$ cat src/rtl/core/ppic_pkg.sv
// Package: shared codes, constants and request/response types of the PPI port controller.
`timescale 1ns / 1ps

package ppic_pkg;

    // Field widths
    localparam int BYTE_W   = 8;
    localparam int ROW_W    = 4;
    localparam int KEY_ROWS_DEF = 16;

    // Access operations
    localparam logic [1:0] OP_READ    = 2'd0;
    localparam logic [1:0] OP_WRITE   = 2'd1;
    localparam logic [1:0] OP_KEY_ROW = 2'd2;

    // Port addresses
    localparam logic [1:0] PORT_A    = 2'd0;
    localparam logic [1:0] PORT_B    = 2'd1;
    localparam logic [1:0] PORT_C    = 2'd2;
    localparam logic [1:0] PORT_CTRL = 2'd3;

    // Sound chip actions
    localparam logic [1:0] PSG_NONE   = 2'd0;
    localparam logic [1:0] PSG_SELECT = 2'd1;
    localparam logic [1:0] PSG_WRITE  = 2'd2;

    // Port C bits 7..6: sound chip bus mode
    localparam logic [1:0] PSG_MODE_READ   = 2'b01;
    localparam logic [1:0] PSG_MODE_WRITE  = 2'b10;
    localparam logic [1:0] PSG_MODE_SELECT = 2'b11;

    // Sound chip register that routes the key matrix onto port A
    localparam logic [3:0] PSG_KEY_REG = 4'd14;

    // Port B read: bits 1..4 forced high, bits 5..6 forced low
    localparam logic [BYTE_W-1:0] PB_FORCE_ONE = 8'h1E;
    localparam logic [BYTE_W-1:0] PB_KEEP      = 8'h9F;

    // Control word: port C bit that starts the motor
    localparam logic [2:0] MOTOR_BIT = 3'd4;

    localparam logic [BYTE_W-1:0] THRESH_RESET = 8'd128;
    localparam logic [BYTE_W-1:0] BYTE_ONES    = 8'hFF;

    // One bus request
    typedef struct packed {
        logic [1:0]        op;
        logic [1:0]        port;
        logic [BYTE_W-1:0] data;
        logic [ROW_W-1:0]  key_row;
        logic [3:0]        psg_register;
        logic [BYTE_W-1:0] psg_read_data;
        logic              tape_playing;
        logic [BYTE_W-1:0] tape_level;
    } t_req;

    // One response
    typedef struct packed {
        logic [BYTE_W-1:0] read_data;
        logic [1:0]        psg_action;
        logic [BYTE_W-1:0] psg_data;
        logic              motor_start;
        logic [BYTE_W-1:0] port_c_value;
    } t_rsp;

    // Key matrix row write
    typedef struct packed {
        logic              en;
        logic [ROW_W-1:0]  row;
        logic [BYTE_W-1:0] data;
    } t_key_wr;

endpackage

$ cat src/rtl/core/ppi_port_controller_core.sv
// Top level of the PPI port controller: request register, port unit, response register.
// A request waits in the request register; its response goes to the response register.
// Throughput: one request per cycle while the receiver takes responses (i_out_ready).
// Reset (synchronous, active low): ports A/B/C zero, key rows all ones, threshold 128.
// Reset empties both stages; the configuration port is always ready.
`timescale 1ns / 1ps

module ppi_port_controller_core
    import ppic_pkg::*;
#(
    parameter int KEY_ROWS = KEY_ROWS_DEF
) (
    input  logic              i_clk,
    input  logic              i_rst_n,
    input  logic              i_cfg_valid,
    output logic              o_cfg_ready,
    input  logic [BYTE_W-1:0] i_cfg_data,
    input  logic              i_in_valid,
    output logic              o_in_ready,
    input  logic [1:0]        i_op,
    input  logic [1:0]        i_port,
    input  logic [BYTE_W-1:0] i_data,
    input  logic [ROW_W-1:0]  i_key_row,
    input  logic [3:0]        i_psg_register,
    input  logic [BYTE_W-1:0] i_psg_read_data,
    input  logic              i_tape_playing,
    input  logic [BYTE_W-1:0] i_tape_level,
    output logic              o_out_valid,
    input  logic              i_out_ready,
    output logic [BYTE_W-1:0] o_read_data,
    output logic [1:0]        o_psg_action,
    output logic [BYTE_W-1:0] o_psg_data,
    output logic              o_motor_start,
    output logic [BYTE_W-1:0] o_port_c_value
);

    logic r_req_valid;
    t_req r_req;
    logic r_out_valid;
    t_rsp r_out;
    t_rsp rsp;
    logic req_fire;

    // Stage 1 moves on whenever the response register is free or draining
    assign req_fire    = r_req_valid && (!r_out_valid || i_out_ready);
    assign o_in_ready  = !r_req_valid || req_fire;
    assign o_cfg_ready = 1'b1;

    // Request register
    always_ff @(posedge i_clk) begin
        if (!i_rst_n) begin
            r_req_valid <= 1'b0;
        end else if (o_in_ready) begin
            r_req_valid <= i_in_valid;
        end
    end

    always_ff @(posedge i_clk) begin
        if (i_in_valid && o_in_ready) begin
            r_req.op            <= i_op;
            r_req.port          <= i_port;
            r_req.data          <= i_data;
            r_req.key_row       <= i_key_row;
            r_req.psg_register  <= i_psg_register;
            r_req.psg_read_data <= i_psg_read_data;
            r_req.tape_playing  <= i_tape_playing;
            r_req.tape_level    <= i_tape_level;
        end
    end

    ppic_port_unit #(
        .KEY_ROWS (KEY_ROWS)
    ) u_ports (
        .i_clk      (i_clk),
        .i_rst_n    (i_rst_n),
        .i_fire     (req_fire),
        .i_req      (r_req),
        .i_cfg_we   (i_cfg_valid),
        .i_cfg_data (i_cfg_data),
        .o_rsp      (rsp)
    );

    // Response register
    always_ff @(posedge i_clk) begin
        if (!i_rst_n) begin
            r_out_valid <= 1'b0;
        end else if (!r_out_valid || i_out_ready) begin
            r_out_valid <= r_req_valid;
        end
    end

    always_ff @(posedge i_clk) begin
        if (req_fire) begin
            r_out <= rsp;
        end
    end

    assign o_out_valid    = r_out_valid;
    assign o_read_data    = r_out.read_data;
    assign o_psg_action   = r_out.psg_action;
    assign o_psg_data     = r_out.psg_data;
    assign o_motor_start  = r_out.motor_start;
    assign o_port_c_value = r_out.port_c_value;

endmodule

$ cat src/rtl/core/ppic_key_matrix.sv
// Key matrix: one byte per keyboard row, all keys released after reset.
`timescale 1ns / 1ps

module ppic_key_matrix
    import ppic_pkg::*;
#(
    parameter int KEY_ROWS = KEY_ROWS_DEF
) (
    input  logic              i_clk,
    input  logic              i_rst_n,
    input  t_key_wr           i_wr,
    input  logic [ROW_W-1:0]  i_rd_row,
    output logic [BYTE_W-1:0] o_rd_data
);

    localparam int IDX_W = $clog2(KEY_ROWS);

    logic [BYTE_W-1:0] r_rows [KEY_ROWS];
    logic              wr_hit;
    logic              rd_hit;

    // Rows beyond the populated matrix are ignored on write, read as released
    assign wr_hit = i_wr.en && (32'(i_wr.row) < KEY_ROWS);
    assign rd_hit = 32'(i_rd_row) < KEY_ROWS;

    always_ff @(posedge i_clk) begin
        if (!i_rst_n) begin
            for (int i = 0; i < KEY_ROWS; i++) begin
                r_rows[i] <= BYTE_ONES;
            end
        end else if (wr_hit) begin
            r_rows[i_wr.row[IDX_W-1:0]] <= i_wr.data;
        end
    end

    assign o_rd_data = rd_hit ? r_rows[i_rd_row[IDX_W-1:0]] : BYTE_ONES;

endmodule

$ cat src/rtl/core/ppic_port_unit.sv
// Port unit: port A/B/C registers, tape threshold and the per-request decode.
`timescale 1ns / 1ps

module ppic_port_unit
    import ppic_pkg::*;
#(
    parameter int KEY_ROWS = KEY_ROWS_DEF
) (
    input  logic              i_clk,
    input  logic              i_rst_n,
    input  logic              i_fire,
    input  t_req              i_req,
    input  logic              i_cfg_we,
    input  logic [BYTE_W-1:0] i_cfg_data,
    output t_rsp              o_rsp
);

    logic [BYTE_W-1:0] r_port_a;
    logic [BYTE_W-1:0] r_port_b;
    logic [BYTE_W-1:0] r_port_c;
    logic [BYTE_W-1:0] r_thresh;
    logic [BYTE_W-1:0] n_port_a;
    logic [BYTE_W-1:0] n_port_b;
    logic [BYTE_W-1:0] n_port_c;
    logic [BYTE_W-1:0] key_data;
    logic [BYTE_W-1:0] port_b_rd;
    t_key_wr           key_wr;
    t_rsp              rsp;

    ppic_key_matrix #(
        .KEY_ROWS (KEY_ROWS)
    ) u_keys (
        .i_clk     (i_clk),
        .i_rst_n   (i_rst_n),
        .i_wr      (key_wr),
        .i_rd_row  (r_port_c[ROW_W-1:0]),
        .o_rd_data (key_data)
    );

    // Key row update request
    always_comb begin
        key_wr.en   = i_fire && (i_req.op == OP_KEY_ROW);
        key_wr.row  = i_req.key_row;
        key_wr.data = i_req.data;
    end

    // Port B readback: fixed bits, tape level at or above threshold in bit 7 while playing
    always_comb begin
        port_b_rd = (r_port_b | PB_FORCE_ONE) & PB_KEEP;
        if (i_req.tape_playing) begin
            port_b_rd[BYTE_W-1] = (i_req.tape_level >= r_thresh);
        end
    end

    // Request decode and next port state
    always_comb begin
        n_port_a        = r_port_a;
        n_port_b        = r_port_b;
        n_port_c        = r_port_c;
        rsp.read_data   = BYTE_ONES;
        rsp.psg_action  = PSG_NONE;
        rsp.psg_data    = '0;
        rsp.motor_start = 1'b0;
        case (i_req.op)
            OP_READ: begin
                case (i_req.port)
                    PORT_A: begin
                        if (r_port_c[7:6] == PSG_MODE_READ) begin
                            if (i_req.psg_register == PSG_KEY_REG) begin
                                rsp.read_data = key_data;
                            end else if (i_req.psg_register < PSG_KEY_REG) begin
                                rsp.read_data = i_req.psg_read_data;
                            end
                        end
                    end
                    PORT_B:  rsp.read_data = port_b_rd;
                    PORT_C:  rsp.read_data = r_port_c;
                    default: rsp.read_data = BYTE_ONES;
                endcase
            end
            OP_WRITE: begin
                case (i_req.port)
                    PORT_A: n_port_a = i_req.data;
                    PORT_B: n_port_b = i_req.data;
                    PORT_C: begin
                        case (i_req.data[7:6])
                            PSG_MODE_SELECT: begin
                                rsp.psg_action = PSG_SELECT;
                                rsp.psg_data   = r_port_a;
                            end
                            PSG_MODE_WRITE: begin
                                rsp.psg_action = PSG_WRITE;
                                rsp.psg_data   = r_port_a;
                            end
                            default: rsp.psg_action = PSG_NONE;
                        endcase
                        n_port_c = i_req.data;
                    end
                    default: begin
                        // Control word: mode set clears ports, else bit set/reset on C
                        if (i_req.data[7]) begin
                            n_port_a = '0;
                            n_port_b = '0;
                            n_port_c = '0;
                        end else begin
                            n_port_c[i_req.data[3:1]] = i_req.data[0];
                            rsp.motor_start = (i_req.data[3:1] == MOTOR_BIT) && i_req.data[0];
                        end
                    end
                endcase
            end
            default: rsp.read_data = BYTE_ONES;
        endcase
        rsp.port_c_value = n_port_c;
    end

    assign o_rsp = rsp;

    // Port state
    always_ff @(posedge i_clk) begin
        if (!i_rst_n) begin
            r_port_a <= '0;
            r_port_b <= '0;
            r_port_c <= '0;
        end else if (i_fire) begin
            r_port_a <= n_port_a;
            r_port_b <= n_port_b;
            r_port_c <= n_port_c;
        end
    end

    // Tape threshold register
    always_ff @(posedge i_clk) begin
        if (!i_rst_n) begin
            r_thresh <= THRESH_RESET;
        end else if (i_cfg_we) begin
            r_thresh <= i_cfg_data;
        end
    end

endmodule

$ cat config.mk
export PLATFORM = sky130hd
export DESIGN_NAME = ppi_port_controller_core
export DESIGN_NICKNAME = d
export VERILOG_FILES = /design/src/rtl/core/ppic_pkg.sv /design/src/rtl/core/ppi_port_controller_core.sv /design/src/rtl/core/ppic_key_matrix.sv /design/src/rtl/core/ppic_port_unit.sv
export SDC_FILE = /design/constraint.sdc
export NUM_CORES = 1
export LEC_CHECK = 0
export BUFFER_PORTS_ARGS = -buffer_cell sky130_fd_sc_hd__buf_2
export CAP_MARGIN = 20
export CORE_ASPECT_RATIO = 2
export CORE_UTILIZATION = 60
export CTS_CLUSTER_SIZE = 20
export DETAILED_ROUTE_END_ITERATION = 8
export PLACE_DENSITY_LB_ADDON = 0.2
export SYNTH_ARGS = -nofsm -noshare
export SYNTH_HDL_FRONTEND = slang
export SYNTH_SLANG_ARGS = --single-unit
$ cat constraint.sdc
create_clock -name i_clk -period 3.2 [get_ports i_clk]
set_input_delay 0.32 -clock i_clk [delete_from_list [all_inputs] [get_ports i_clk]]
set_output_delay 0.32 -clock i_clk [all_outputs]
set_load 0.03 [all_outputs]
Word-level counts from Yosys, hierarchy flattened

Memories as Yosys holds them, arrays and structs flattened. A register that Yosys moved wholly into a read port is not among the register bits.
Index checks and enable logic that the tools add are counted.

RAM bits: 128
Logic and storage cells: 83
Flip-flop bits (word level): 98
Output and inout port bits: 30
Input port bits: 50
Memories kept: 1

Bitwise gates (word level): 3
Reductions and logical operators: 23
Muxes and demuxes: 24
Order comparisons: 4
Equal/unequal tests: 9

Memories:

| name                  | words | bits a word | read ports | clocked after memory_dff | write ports | line                  | text |
|---|---|---|---|---|---|---|---|
| u_ports.u_keys.r_rows | 16    | 8           | 1          | 1                        | 16          | ppic_key_matrix.sv:18 | `logic [BYTE_W-1:0] r_rows [KEY_ROWS];` |

Operators with widths:

| cell                                                               | number |
|---|---|
| two-way mux 8 bit                                                  | 7 |
| one-hot mux 8 bit (2 select lines)                                 | 3 |
| one-hot mux 8 bit (3 select lines)                                 | 1 |
| two-way mux 4 bit                                                  | 3 |
| bitwise mux 8 bit                                                  | 1 |
| equality test 2 bit (second input constant)                        | 4 |
| greater-or-equal comparator 8 bit                                  | 1 |
| AND reduction 4 bit                                                | 2 |
| OR reduction 2 bit                                                 | 4 |
| OR reduction 8 bit                                                 | 1 |
| two-way mux 1 bit                                                  | 7 |
| equality test 2 x 1 -> 1 bit (second input constant)               | 3 |
| logical AND 1 bit                                                  | 5 |
| OR reduction 5 bit                                                 | 1 |
| equality test 4 bit (second input constant)                        | 1 |
| zero test 2 bit                                                    | 2 |
| less-than comparator 3 x 4 -> 1 bit (second input constant)        | 1 |
| less-than comparator 4 bit (second input constant)                 | 1 |
| one-hot mux 2 bit (2 select lines)                                 | 1 |
| nonzero test 2 bit                                                 | 2 |
| demux 1 bit (select 3 bit)                                         | 1 |
| equality test 3 bit (second input constant)                        | 1 |
| greater-or-equal comparator 3 x 1 -> 1 bit (second input constant) | 1 |
| inverter 1 bit                                                     | 3 |
| other kinds (4)                                                    | 6 |

Depth between registers and ports, before layout

Gate-level depths: netlist of the first run.

Word-level depth: 10
Gate-level depth with buffers: 8
Depth with buffers taken out: 7

Hierarchy

From an unflattened synthesis of the first run, not the netlist that was laid out.

Cells, all modules: 714
Area, all modules: 9,962.1 um^2

Modules (own cells, without submodules):

| module                   | instances | cells an instance | sequential area each (um^2) | area each (um^2) |
|---|---|---|---|---|
| ppic_key_matrix          | 1         | 382               | 3,843.7                     | 5,901.9 |
| ppi_port_controller_core | 1         | 75                | 1,961.9                     | 2,037.0 |
| ppic_port_unit           | 1         | 257               | 520.5                       | 2,023.2 |

Worst setup path before layout of the first run

Ideal clock, no wire load.

Path kind: register to register
Start: register r_out_valid (netlist: o_out_valid)
End: memory u_ports.u_keys.r_rows[2][0] (enable)
Setup time: 0.384 ns
Stages on the path, launching flop included: 8
Arrival time: 2.012 ns
Setup slack: 0.804 ns
Path through: dfxtp_1 > nand2b_1 > nand4_1 > buf_2 > or3_1 > buf_6 > buf_6 > o21ai_0

RTL lines:

| what                   | line                           | text |
|---|---|---|
| start, declared        | ppi_port_controller_core.sv:39 | `logic r_out_valid;` |
| start signal, assigned | ppi_port_controller_core.sv:88 | `r_out_valid <= r_req_valid;` |
| end, declared          | ppic_key_matrix.sv:18          |  |

==> results of run 1 <==
[worst max-delay path, delay by kind of cell (launching register included)]
family | cells | cell delay (ns)
flip-flops | 1 | 0.79
multiplexers | 1 | 0.58
buffers and inverters | 1 | 0.38
AO/OA/AOI/OAI | 2 | 0.61
[layout by cell type, fill, tap and decap left out, types with 3 or more instances in the layout]
cell | Yosys | layout
edfxtp_1 | 192 | 192
nand2b_1 | 104 | 104
buf_2 | 10 | 78
or3_1 | 51 | 51
nand2_1 | 34 | 34
o21ai_0 | 33 | 33
dfxtp_1 | 32 | 32
buf_4 | 2 | 31
mux4_2 | 28 | 28
mux2i_1 | 21 | 21
clkbuf_16 | 0 | 19
nor2b_1 | 16 | 16
nor3_1 | 15 | 15
and2_1 | 12 | 12
inv_1 | 12 | 12
ha_1 | 12 | 12
dlygate4sd3_1 | 0 | 12
nand3_1 | 11 | 11
a21boi_0 | 11 | 11
a21oi_1 | 11 | 11
o22ai_1 | 9 | 9
o22a_1 | 8 | 8
nor2_1 | 8 | 8
a22oi_1 | 7 | 7
nand3b_1 | 5 | 5
a211oi_1 | 5 | 5
o31ai_1 | 5 | 5
a2111oi_0 | 4 | 4
clkinv_1 | 0 | 4
clkinv_2 | 0 | 4
mux2_2 | 3 | 3
o21a_1 | 3 | 3
[routing by layer]
metal	track usage (%)	up-vias
met3	3.22	77
met2	57.6	258
met1	31.7	3116
met4	19.0	0
li1	-	2899
met5	0	-
[metrics by stage]
stage	hold WS, ns	instance area (um^2)	setup WS (ns)	instances
floorplan	0.419	10000	0.804	734
global placement	0.448	10700	0.671	991
detailed placement	0.456	10700	0.589	991
CTS	0.000392	11400	0.561	1035
global route	0.000603	11400	0.426	1035
finish	0.00521	11400	0.569	1035
[cells by family (layout without fill, tap and decap cells)]
family | count (synthesis) | count (layout) | share of synthesized area [%]
muxes | 52 | 52 | 8.73
and+or+nand+nor | 270 | 270 | 15.8
buffers and inverters | 69 | 166 | 3.01
DFF | 224 | 224 | 64.0
adders and majority gates | 12 | 12 | 1.50
other | 1 | 1 | 0.0374
AOI/OAI and AO/OA | 106 | 106 | 6.96
[report_power, final]
part           switching (mW)  internal (mW)
registers              0.0716           3.23
clock network           0.984           1.27
logic                   0.219          0.138
[final timing paths]
path | start | to | slack (ns)
hold / removal | i_port[1] | r_req[34] | 0.005
hold reg to reg | u_ports.r_port_a[7] | u_ports.r_port_a[7] | 0.46
setup / recovery | flip-flop | o_read_data[0] | 0.57
setup reg to reg | flip-flop | o_read_data[0] | 0.57
[cells in the mapped netlist (all sizes together) (3+ instances only)]
cell type  number  area [um^2]
or3            51          319
edfxtp        192         5770
o22ai           9         56.3
a2111oi         4         35.0
nand3          11         55.1
buf            16          103
nor2b          16          100
nor2            8         30.0
nand2          34          128
a21oi          11         55.1
mux2            3         33.8
nand2b        104          651
dfxtp          32          641
mux2i          21          210
inv            12         45.0
and2           12         75.1
a22oi           7         52.6
o22a            8         70.1
o31ai           5         37.5
o21a            3         22.5
mux4           28          631
nor3           17         95.1
o21ai          33          165
a21boi         11         82.6
nor3b           3         27.5
nand3b          5         37.5
clkbuf         41          154
ha             12          150
a211oi          5         37.5
[registers in the layout (all words and copies together), names as in the netlist, named ones only]
register	flops
u_ports.u_keys.r_rows	128
r_req	37
o_port_c_value	8
o_psg_data	8
o_read_data	8
u_ports.r_port_a	8
u_ports.r_port_c	8
u_ports.r_thresh	8
o_psg_action	2
u_ports.r_port_b	2
o_motor_start	1
o_out_valid	1
r_req_valid	1
[what timing repair did]
action,in CTS,in global routing
setup buffers,0,0
hold endpoints to repair,12,0
resized for setup,0,0
hold buffers,12,0
[layout make-up]
| class | instances | area, um^2 |
|---|---|---|
| clock inverter | 10 | 95.1 |
| fill | 1117 | 4900 |
| timing repair buffer | 122 | 763 |
| tap | 204 | 255 |
| inverter | 12 | 45.0 |
| sequential | 224 | 6410 |
| multi-input combinational | 441 | 3310 |
| clock buffer | 22 | 497 |
==> flow_summary.json, run 1 <==
{
  "rows": 66,
  "met1_length_mm": 8.18,
  "clock_tree.htree_level_count": 1,
  "rsz0062_at_grt": "no",
  "powerDensity_nw_per_um2": 520,
  "hold_violations": 0,
  "cp_slowest_cell": "dfxtp_1",
  "min_period_ns": 2.63,
  "cts-root-buf": "clkbuf_16",
  "hold_class": "in -> reg",
  "netlist_area_um2": 10000,
  "slew_headroom_pct": 27.6,
  "hpwl_mm": 18.3,
  "crit_type": "reg -> reg",
  "wl_mm": 25.2,
  "tns_ns": 0,
  "crit_required_ns": 3.44,
  "met2WireLength_mm": 14.2,
  "ant_nets": 0,
  "diodes": 0,
  "finClkSkew_ns": 0.0145,
  "antenna_found_initial": 0,
  "seq_area_frac_synth_pct": 64.0,
  "vias_per_cell": 6.14,
  "die_w_um": 93.4,
  "path_cells": "buf_4, mux4_2, a211oi_1, o31ai_1",
  "tightestPinTransition_ns": 1.09,
  "wl_met3_mm": 1.20,
  "clock_sinks": 224,
  "async_reset_ff_share_pct": 0,
  "io_pins": 80,
  "synth_seq_cells": 224,
  "min_path_cells": 1,
  "overflow": 0,
  "wl_per_cell_um": 24.4,
  "period_share_pct": 82.2,
  "final-setup-viol-count": 0,
  "dr.first_iter.drc_count": 519,
  "avgSynthCellArea_um2": 13.6,
  "grt_usage_pct": 30.6,
  "r2r_cells": 4,
  "ys_warn_count": 0,
  "grt_max_degree": 46,
  "status": "complete, no violations",
  "drtPass1Iterations": 5,
  "cts-buffers-inserted": 19,
  "power_mw": 5.91,
  "slew_violations": 0,
  "synth_edf_count": 192,
  "critPathArrivalTime_ns": 2.87,
  "syn_inst": 734,
  "top_layer": "met4",
  "synth_nets": 796,
  "die-area_um2": 17200,
  "layout-drive-gt1-share_pct": 20.7,
  "cts_tree": "built",
  "area_growth_pct": 13.5,
  "final_nets": 882,
  "max_clock_freq_mhz": 380,
  "yosys.cell_types.count": 50,
  "ir_worst_vdd_mv": 0.564,
  "drc_errors": 0,
  "clk_pin_slew_worst_paths_ns": 0.07,
  "utilization_pct": 69.9,
  "die_height_um": 185,
  "gp_congestion": 0.999,
  "crit_fanout": 15,
  "ys.flop_type": "edfxtp_1",
  "vias": 6350,
  "cap_violations": 0,
  "grt_pass1_vias": 6467,
  "cp_slowest_stage_delay_ns": 0.79,
  "grt_pass1_wl_mm": 37.3,
  "endpoint_kind": "flip-flop",
  "portBuffers": 78,
  "coreArea_um2": 16300,
  "worstSetupStartpointType": "flip-flop",
  "initial_core_util_pct": 61.6,
  "insertion_delay_ns": 0.49,
  "p_leak_nw": 3.36,
  "clock_path_buffers": 3
}
(Power assumes the default switching activity.)
==> run 2: changes to the inputs <==
--- a/config.mk
+++ b/config.mk
@@ -8,7 +8,7 @@
 export BUFFER_PORTS_ARGS = -buffer_cell sky130_fd_sc_hd__buf_2
 export CAP_MARGIN = 20
 export CORE_ASPECT_RATIO = 2
-export CORE_UTILIZATION = 60
+export CORE_UTILIZATION = 54
 export CTS_CLUSTER_SIZE = 20
 export DETAILED_ROUTE_END_ITERATION = 8
 export PLACE_DENSITY_LB_ADDON = 0.2
==> constraint.sdc (replaced) <==
create_clock -name i_clk -period 2.19 [get_ports i_clk]
set_input_delay 0.219 -clock i_clk [delete_from_list [all_inputs] [get_ports i_clk]]
set_output_delay 0.219 -clock i_clk [all_outputs]
set_load 0.03 [all_outputs]
==> flow_summary.json, run 2 (synthesized netlist as in run 1, its figures left out) <==
{
  "area_growth_pct": 19.2,
  "worstSetupStartpointType": "flip-flop",
  "whs_ns": 0.0309,
  "final-setup-viol-count": 0,
  "diodes": 0,
  "powerDensity_nw_per_um2": 733,
  "top_regs": "u_ports.u_keys.r_rows x128, r_req x37",
  "seq_area_um2": 6410,
  "rows": 70,
  "tightestPinTransition_ns": 0.903,
  "period_share_pct": 98.5,
  "endpoint_kind": "flip-flop",
  "rrSetupSlack_ns": 0.03,
  "gp_congestion": 0.905,
  "cts-buffers-inserted": 19,
  "grt_pass1_vias": 7077,
  "largest_reg_flops": 128,
  "dpl_cell_area_um2": 10900,
  "drtPass1Iterations": 5,
  "met1_length_mm": 8.75,
  "cts_tree": "built",
  "hold_class": "in -> reg",
  "min_period_ns": 2.16,
  "vias": 6640,
  "insertion_delay_ns": 0.50,
  "utilization_pct": 65.6,
  "power.share.sequential_pct": 54.8,
  "crit_required_ns": 2.42,
  "die-area_um2": 19100,
  "wl_mm": 25.8,
  "swShare_pct": 22.0,
  "die_height_um": 195,
  "crit_type": "reg -> reg",
  "max_flop_register": "u_ports.u_keys.r_rows",
  "p_leak_nw": 3.64,
  "fillers": 1305,
  "final_cell_mix": "192 x edfxtp_1, 104 x nand2b_1, 78 x buf_2",
  "rsz0062_at_grt": "no",
  "top_layer": "met4",
  "hpwl_mm": 18.1,
  "clockPowerShare_pct": 38.0,
  "slew_violations": 0,
  "final_nets": 942,
  "clock_path_buffers": 3,
  "ant_nets": 0,
  "p_comb_share_pct": 7.3,
  "wl_met3_mm": 1.06,
  "vias_per_cell": 5.99,
  "layout-drive-gt1-share_pct": 22.6,
  "clock_tree.htree_level_count": 1,
  "grt_max_degree": 46,
  "power_mw": 8.75,
  "overflow": 0,
  "cap_violations": 0,
  "initial_core_util_pct": 55.0,
  "ir_worst_vdd_mv": 0.725,
  "p_sw_mw": 1.93,
  "antenna_found_initial": 0,
  "p_int_mw": 6.82,
  "crit_fanout": 8,
  "grt_usage_pct": 27.9,
  "critPathArrivalTime_ns": 2.39,
  "portBuffers": 78,
  "cp_slowest_stage_delay_ns": 0.44,
  "drc_errors": 0,
  "met2WireLength_mm": 14.6,
  "layout_commonest_cell": "edfxtp_1",
  "clk_pin_slew_worst_paths_ns": 0.07,
  "cts-root-buf": "clkbuf_16",
  "cp_slowest_cell": "edfxtp_1",
  "dr.first_iter.drc_count": 489,
  "max_clock_freq_mhz": 463,
  "wl_per_cell_um": 23.2,
  "finClkSkew_ns": 0.0128,
  "path_cells": "inv_1, ha_1, or2_2, a22oi_1, o22a_1, o21ai_0",
  "multi_input_area_um2": 3310,
  "slew_headroom_pct": 39.8,
  "clock_sinks": 224,
  "postLayoutCellArea_um2": 11900,
  "grt_pass1_wl_mm": 39.4,
  "hold_violations": 0,
  "io_pins": 80,
  "coreArea_um2": 18200,
  "die_w_um": 98.3,
  "status": "complete, no violations"
}
## run 2: cell types whose count changed in the layout (fill, tap and decap cells not counted), sizes merged
cell / delta
buf: +27
bufinv: -1
clkbuf: +6
clkinv: -6
clkinvlp: +1
dlygate4sd3: +33
inv: +2
## run 2: final timing paths
path / from / to / cells past startpoint
max: r_req[33] / o_port_c_value[0] / 6
min reg2reg: u_ports.r_port_a[4] / u_ports.r_port_a[4] / 2
max reg2reg: r_req[33] / o_port_c_value[0] / 6
min: i_cfg_data[1] / u_ports.r_thresh[1] / 3
## run 2: power by group through the flow
stage	Clock, mW	Sequential [mW]	Combinational, mW
after global routing	3.49	4.80	0.680
after CTS	3.35	4.79	0.628
final	3.32	4.79	0.636
after detailed placement	0	4.88	0.565
after floorplan	0	4.89	0.304
after global placement	0	4.88	0.553
## run 2: final cells by class
type	instances	area share, %
sequential	224	53.6
timing repair buffer	182	11.0
inverter	12	0.377
clock inverter	6	0.524
clock buffer	28	4.52
tap	216	2.26
multi-input combinational	441	27.7
## run 2: what timing repair did
item	4_1_cts	5_1_grt
hold buffers	45	0
hold endpoints to repair	45	0
buffers inserted	0	0
endpoints found under the setup margin	0	1
resized for setup	0	1
## run 2: stage by stage
| step | std cells | setup WS (ns) | TNS, ns |
|---|---|---|---|
| after CTS | 1109 | 0.101 | 0 |
| final | 1109 | 0.0324 | 0 |
| after floorplan | 734 | -0.195 | -3.11 |
| after global placement | 1030 | 0.142 | 0 |
| after global routing | 1109 | 0.0342 | 0 |
| after detailed placement | 1030 | 0.113 | 0 |
## run 2: worst max-delay path, delay by kind of cell, from the launching register on
kind                       cells  cell delay (ns)
adders and majority gates      1             0.33
AOI/OAI and AO/OA              3             0.73
and+or+nand+nor                1             0.27
buffers and inverters          1             0.13
DFF                            1             0.44
## run 2: metal layers
layer,vias to the layer above,global-route usage [%]
met5,-,0
met4,0,14.9
met3,71,2.52
met2,256,53.6
met1,3288,29.4
li1,3025,-
==> run 3: changes to the inputs <==
--- a/config.mk
+++ b/config.mk
@@ -5,7 +5,7 @@
 export SDC_FILE = /design/constraint.sdc
 export NUM_CORES = 1
 export LEC_CHECK = 0
-export BUFFER_PORTS_ARGS = -buffer_cell sky130_fd_sc_hd__buf_2
+export BUFFER_PORTS_ARGS = -buffer_cell sky130_fd_sc_hd__clkbuf_2
 export CAP_MARGIN = 20
 export CORE_ASPECT_RATIO = 2
 export CORE_UTILIZATION = 54
==> flow_summary.json, run 3 (synthesized netlist as in run 1, its figures left out) <==
{
  "status": "complete, no violations",
  "crit_type": "reg -> reg",
  "cts-buffers-inserted": 20,
  "drc_errors": 0,
  "die_height_um": 195,
  "layout_commonest_cell": "edfxtp_1",
  "final_cells": 1115,
  "post-cts-setup-buffers": 0,
  "portBuffers": 78,
  "rows": 70,
  "slew_violations": 0,
  "final_cell_mix": "192 x edfxtp_1, 102 x nand2b_1, 78 x clkbuf_2",
  "top_regs": "u_ports.u_keys.r_rows x128, r_req x37",
  "final_nets": 947,
  "rsz0062_at_grt": "no",
  "wl_met3_mm": 1.31,
  "wl_per_cell_um": 23.3,
  "crit_fanout": 8,
  "grt_usage_pct": 28.1,
  "grt_pass1_wl_mm": 39.7,
  "layout-drive-gt1-share_pct": 23.6,
  "dpl_cell_area_um2": 10900,
  "gp_congestion": 0.933,
  "cts_tree": "built",
  "clock_sinks": 224,
  "top_layer": "met4",
  "tightestPinTransition_ns": 0.907,
  "slew_headroom_pct": 39.6,
  "max_flop_register": "u_ports.u_keys.r_rows",
  "area_growth_pct": 20.8,
  "wl_mm": 26.0,
  "clk_pin_slew_worst_paths_ns": 0.06,
  "met1_length_mm": 8.68,
  "ant_nets": 0,
  "die_w_um": 98.3,
  "clock_tree.htree_level_count": 1,
  "dp_cells": 1033,
  "diodes": 0,
  "cap_violations": 0,
  "die-area_um2": 19100,
  "crit_required_ns": 2.34,
  "powerDensity_nw_per_um2": 765,
  "critPathArrivalTime_ns": 2.23,
  "final-setup-viol-count": 0,
  "vias": 6685,
  "cts-root-buf": "clkbuf_16",
  "clock_path_buffers": 3,
  "hold_class": "in -> reg",
  "utilization_pct": 66.4,
  "power_mw": 9.25,
  "hold_violations": 0,
  "period_share_pct": 94.8,
  "postLayoutCellArea_um2": 12100,
  "antenna_found_initial": 0,
  "fillers": 1284,
  "insertion_delay_ns": 0.51,
  "hpwl_mm": 18.3,
  "vias_per_cell": 6.00,
  "grt_pass1_vias": 7009,
  "max_clock_freq_mhz": 482,
  "worstSetupStartpointType": "flip-flop",
  "met2WireLength_mm": 14.4,
  "min_period_ns": 2.08,
  "io_pins": 80,
  "drtPass1Iterations": 7,
  "p_leak_nw": 3.73,
  "largest_reg_flops": 128,
  "overflow": 0,
  "initial_core_util_pct": 55.0,
  "endpoint_kind": "flip-flop",
  "grt_max_degree": 46,
  "ir_worst_vdd_mv": 0.758,
  "dr.first_iter.drc_count": 502,
  "coreArea_um2": 18200,
  "finClkSkew_ns": 0.0144
}
## run 3: final cells by class
type	count	area (um^2)	share of cell area (%)
clock buffers	25	551	4.55
well taps	216	270	2.23
clock inverters	11	163	1.34
inverters	12	45.0	0.372
flip-flops and latches	224	6410	53.0
multi-input cells	441	3320	27.5
repair buffers	186	1340	11.1
## run 3: worst max-delay path, stage by stage (launching register included)
cell and delay (ns):
edfxtp_1 0.43, nor2b_1 0.14, nand4_1 0.20, or3_1 0.40, nor3_2 0.18, nand2b_1 0.39
## run 3: worst paths after layout
| check | depth (start not counted) | to | startpoint | slack, ns |
|---|---|---|---|---|
| setup / recovery | 5 | u_ports.u_keys.r_rows[0][2] | r_req[35] | 0.11 |
| hold / removal | 3 | o_out_valid | i_out_ready | 0.12 |
| setup reg to reg | 5 | u_ports.u_keys.r_rows[0][2] | r_req[35] | 0.11 |
| hold reg to reg | 2 | u_ports.r_port_a[7] | u_ports.r_port_a[7] | 0.47 |
## run 3: timing repair
item / CTS / global route
endpoints found under the hold margin: 46 / 0
hold buffers: 46 / 0
gates resized for setup: 0 / 4
setup endpoints to repair: 0 / 18
## run 3: per-layer routing
| metal | track usage (%) | vias to the layer above |
|---|---|---|
| li1 | - | 3041 |
| met1 | 29.8 | 3279 |
| met2 | 53.6 | 293 |
| met4 | 15.1 | 0 |
| met3 | 2.70 | 72 |
| met5 | 0 | - |
## run 3: power breakdown
| part | leakage (nW) | total [mW] | internal (mW) | switching [mW] |
|---|---|---|---|---|
| Combinational | 1.61 | 0.649 | 0.266 | 0.383 |
| Sequential | 1.78 | 4.78 | 4.72 | 0.0646 |
| Clock | 0.346 | 3.82 | 2.27 | 1.55 |
## run 3: metrics by stage
stage	setup TNS, ns	setup slack [ns]	hold slack, ns
after floorplan	-3.11	-0.195	0.318
after global placement	0	0.172	0.397
after detailed placement	0	0.0748	0.398
after CTS	0	0.0715	0.112
after global routing	0	0.0136	0.125
final	0	0.114	0.123
